`src/rtl/pts_pkg.sv`:
```
package pts_pkg;

    localparam int PAGE_CNT = 1024;
    localparam int PAGE_W   = 10;
    localparam int FRAME_W  = 8;
    localparam int CMD_W    = 3;

    localparam logic [CMD_W-1:0] CMD_LOOKUP    = 3'd0;
    localparam logic [CMD_W-1:0] CMD_SET_FRAME = 3'd1;
    localparam logic [CMD_W-1:0] CMD_SET_VALID = 3'd2;
    localparam logic [CMD_W-1:0] CMD_SET_REF   = 3'd3;
    localparam logic [CMD_W-1:0] CMD_SET_MOD   = 3'd4;
    localparam logic [CMD_W-1:0] CMD_FIND      = 3'd5;
    localparam logic [CMD_W-1:0] CMD_CLEAR_REF = 3'd6;

    typedef struct packed {
        logic [FRAME_W-1:0] frame;
        logic               valid;
        logic               referenced;
        logic               modified;
    } t_entry;

endpackage

```
`src/rtl/pts_cell.sv`:
```
module pts_cell
    import pts_pkg::*;
(
    input  logic   i_clk,
    input  logic   i_rst_n,
    input  logic   i_clr_ref,
    input  t_entry i_entry,
    output t_entry o_entry
);

    t_entry r_entry;
    t_entry n_entry;

    always_comb begin
        n_entry = i_entry;
        if (i_clr_ref) begin
            n_entry.referenced = 1'b0;
        end
    end

    always_ff @(posedge i_clk) begin
        if (!i_rst_n) begin
            r_entry <= '0;
        end else begin
            r_entry <= n_entry;
        end
    end

    assign o_entry = r_entry;

endmodule

```
`config.mk`:
```
export PLATFORM = sky130hd
export DESIGN_NAME = pts_cell
export DESIGN_NICKNAME = d
export VERILOG_FILES = /design/src/rtl/pts_pkg.sv /design/src/rtl/pts_cell.sv
export SDC_FILE = /design/constraint.sdc
export NUM_CORES = 1
export LEC_CHECK = 0
export ABC_AREA = 1
export BUFFER_PORTS_ARGS = -buffer_cell sky130_fd_sc_hd__buf_2
export CELL_PAD_IN_SITES_DETAIL_PLACEMENT = 0
export CELL_PAD_IN_SITES_GLOBAL_PLACEMENT = 1
export CORE_MARGIN = 2
export CORE_UTILIZATION = 23
export CTS_BUF_LIST = sky130_fd_sc_hd__clkbuf_16
export DETAILED_ROUTE_END_ITERATION = 8
export PLACE_DENSITY_LB_ADDON = 0.1
export SYNTH_ARGS = -nofsm -noshare
export SYNTH_HDL_FRONTEND = slang
export SYNTH_SLANG_ARGS = --single-unit
```
`constraint.sdc`:
```
create_clock -name i_clk -period 0.8 [get_ports i_clk]
set_input_delay 0.16 -clock i_clk [delete_from_list [all_inputs] [get_ports i_clk]]
set_output_delay 0.16 -clock i_clk [all_outputs]
set_load 0.005 [all_outputs]
```
==> impl_summary.txt <==
----------------------------------------------------
[Placed design]
  Post-DP HPWL ... 439 µm
  Count of buffers from port buffering ... 24
  Placer's final routability congestion estimate ... 0.570
  Worst setup slack before clock tree synthesis ... roughly 200 ps

[Clock tree]
  Number of buffers inserted for hold repair after clock tree synthesis ... 0
  H-tree levels ... 1
  Number of clock buffers inserted by TritonCTS ... 3
  CTS tree ... done
  Maximum clock path buffer count ... 2
  Post-CTS Resized ... 0
  Root Driver ... sky130_fd_sc_hd__clkbuf_16
  Post-CTS setup-driven buffer insertion count ... 0
  Clock sink count ... 11
  Clock transition at the registers of the reported paths ... 40 ps

[Detailed routing]
  Average wire per cell in the routed design ... roughly 8 µm
  First drt pass iteration count ... 2
  Number of violations reported at the end of detailed-routing iteration 0 ... 2
  Final wirelength ... roughly 610 µm
  DRC violation count after routing ... 0
  Number of vias per cell ... 3.68
  Via count ... between 200 and 300
  Count of antenna-violating nets left after detailed routing ... 0

[Die]
  Area of the die ... about 0.0017 mm²
  Std-Cell Core Area ... 0.00128 mm²
  Count of pins on the block boundary ... 25
  Die Height ... a little over 40 µm
  Horizontal die dimension ... slightly above 40 µm
  Starting density of the core ... 24.4%
  # rows ... 13

[Worst setup path]
  Worst path depth ... 1
  Type of the worst setup path ... register to primary output
  Slowest cell on the critical path ... sky130_fd_sc_hd__dfxtp_2
  Largest incremental delay on the critical path ... 310 ps
  Startpoint Class ... register
  Origin of the worst setup path ... o_entry[9]$_SDFF_PN0_
  Required time reported for the critical path endpoint ... about 640 ps
  CP Capture Type ... primary output
  Largest fanout on the critical path ... 1
  Cell family contributing the most delay on the critical path ... flip-flops
  Chain of cells forming the critical path ... buf_6
  Arrival @ worst endpoint ... around 650 ps
  Critical path buffer and inverter count ... 1

[STA]
  Number of slew-limit violations in the final report ... 0
  Setup TNS after final layout ... -11.1 ps
  Final worst setup slack ... -8.63 ps
  Final clock period utilization by the worst path ... 101%
  Total setup violations reported at the end of the flow ... 2
  Relative slew slack ... roughly 87%
  Unrepaired setup endpoints after global routing ... true
  Transition time at the pin with the least slew margin ... 188 ps
  Max Freq ... 1240 MHz
  Hold violation total from the final report ... 0
  Min Tclk post-route ... between 800 and 900 ps

[Finish]
  Layout overhead on the synthesized area ... 70.5%
  Footprint of the flip-flops and latches ... roughly 220 µm²
  Largest register FFs ... 11
  Filler cell count in the final layout ... roughly 140
  Share of final-layout standard cells stronger than drive strength 1 ... a little under half
  ANT cells ... 0
  Area taken by multi-input logic gates ... 45.0 µm²
  Number of nets in the finished design ... 76

[Synthesis]
  Gate count of the mapped netlist ... 34
  Count of unique library cells instantiated by Yosys ... 5
  Sequential fraction of the synthesis area ... 70.1%
  Mean Syn Cell Area ... ~9.2 µm²
  Total of flip-flops plus latches after synthesis ... 11
  Ys Warns ... 0
  Number of nets produced by synthesis ... 48
  Area of the mapped netlist ... 314 µm²

[Job]
  Max-cap violation count ... 0

[Global route]
  Number of antenna violations at the first check in global routing ... 0
  Largest net degree at the start of global routing ... 12
  Number of global-route vias before repair ... around 250
  Remaining global-route overflow ... 0
  Wire length of the first global-routing pass ... roughly 900 µm
  Total routing usage reported by global routing ... about a tenth

[Worst hold path]
  Cell depth of the worst hold path ... 2
  Worst min-delay path startpoint ... i_clr_ref
  Worst min-delay path class ... input pin to register

[Power]
  Worst supply voltage drop on vdd ... roughly 0.0014 V
  Power density relative to cell area ... roughly 2900 mW/mm²
  Lkg Pwr ... around 0.00035 µW

[Run status]
  Violated checks ... setup timing
  Result of the run ... complete, but fails checks

----------------------------------------------------
## cell usage after synthesis
library cell,n,area (µm²)
sky130_fd_sc_hd__dfxtp_1,11,220
sky130_fd_sc_hd__nand2_1,11,41.3
sky130_fd_sc_hd__inv_1,10,37.5
sky130_fd_sc_hd__buf_6,1,11.3
sky130_fd_sc_hd__nor2_1,1,3.75
## report_power, final
| group | switching (µW) | internal (µW) | total [µW] |
|---|---|---|---|
| sequential | 6.68 | 581 | 587 |
| clock | 225 | 654 | 879 |
| combinational | 39.3 | 55.0 | 94.3 |
| total | 271 | 1290 | 1560 |
## per-layer routing
layer,share of wire (%),global-route usage [%],up-vias
li1,-,-,145
met1,36,7.49,118
met2,49,15.2,17
met3,14,8.15,0
met4,0,5.00,0
met5,0,0,-
## cell families (layout without fill, tap and decap cells)
kind of cell           count (synthesis)  in the layout  share of synthesized area, %
flip-flops                            11             11                          70.1
AND/OR/NAND/NOR                       12             12                          14.3
buffers and inverters                 11             38                          15.5
## cell usage in the layout (no fill, tap or decap), drive strengths merged
cell type / instances
clkbuf: 3
buf: 24
nor2: 1
inv: 11
dfxtp: 11
nand2: 11
## final cells by class
| type | count | share of cell area [%] |
|---|---|---|
| inverters | 10 | 7.01 |
| multi-input cells | 12 | 8.41 |
| well taps | 15 | 3.50 |
| flip-flops and latches | 11 | 41.6 |
| clock inverters | 1 | 0.701 |
| clock buffers | 3 | 14.0 |
| repair buffers | 24 | 24.8 |
## final timing paths
kind | to | slack [ps]
max | o_entry[9] | -9
min | o_entry[1]$_SDFF_PP0_ | 80
## metrics by stage
step	util [%]	power [µW]	hold WS, ps	cells	area, µm²
6_report	41.7	1560	75.9	76	536
5_1_grt	41.7	1650	92.7	76	536
4_1_cts	40.5	1580	73.9	76	520
3_5_place_dp	34.4	685	321	72	442
3_3_place_gp	34.4	684	316	72	442
2_1_floorplan	-	629	232	34	314
No activity file was read; power rests on OpenSTA's default activity.
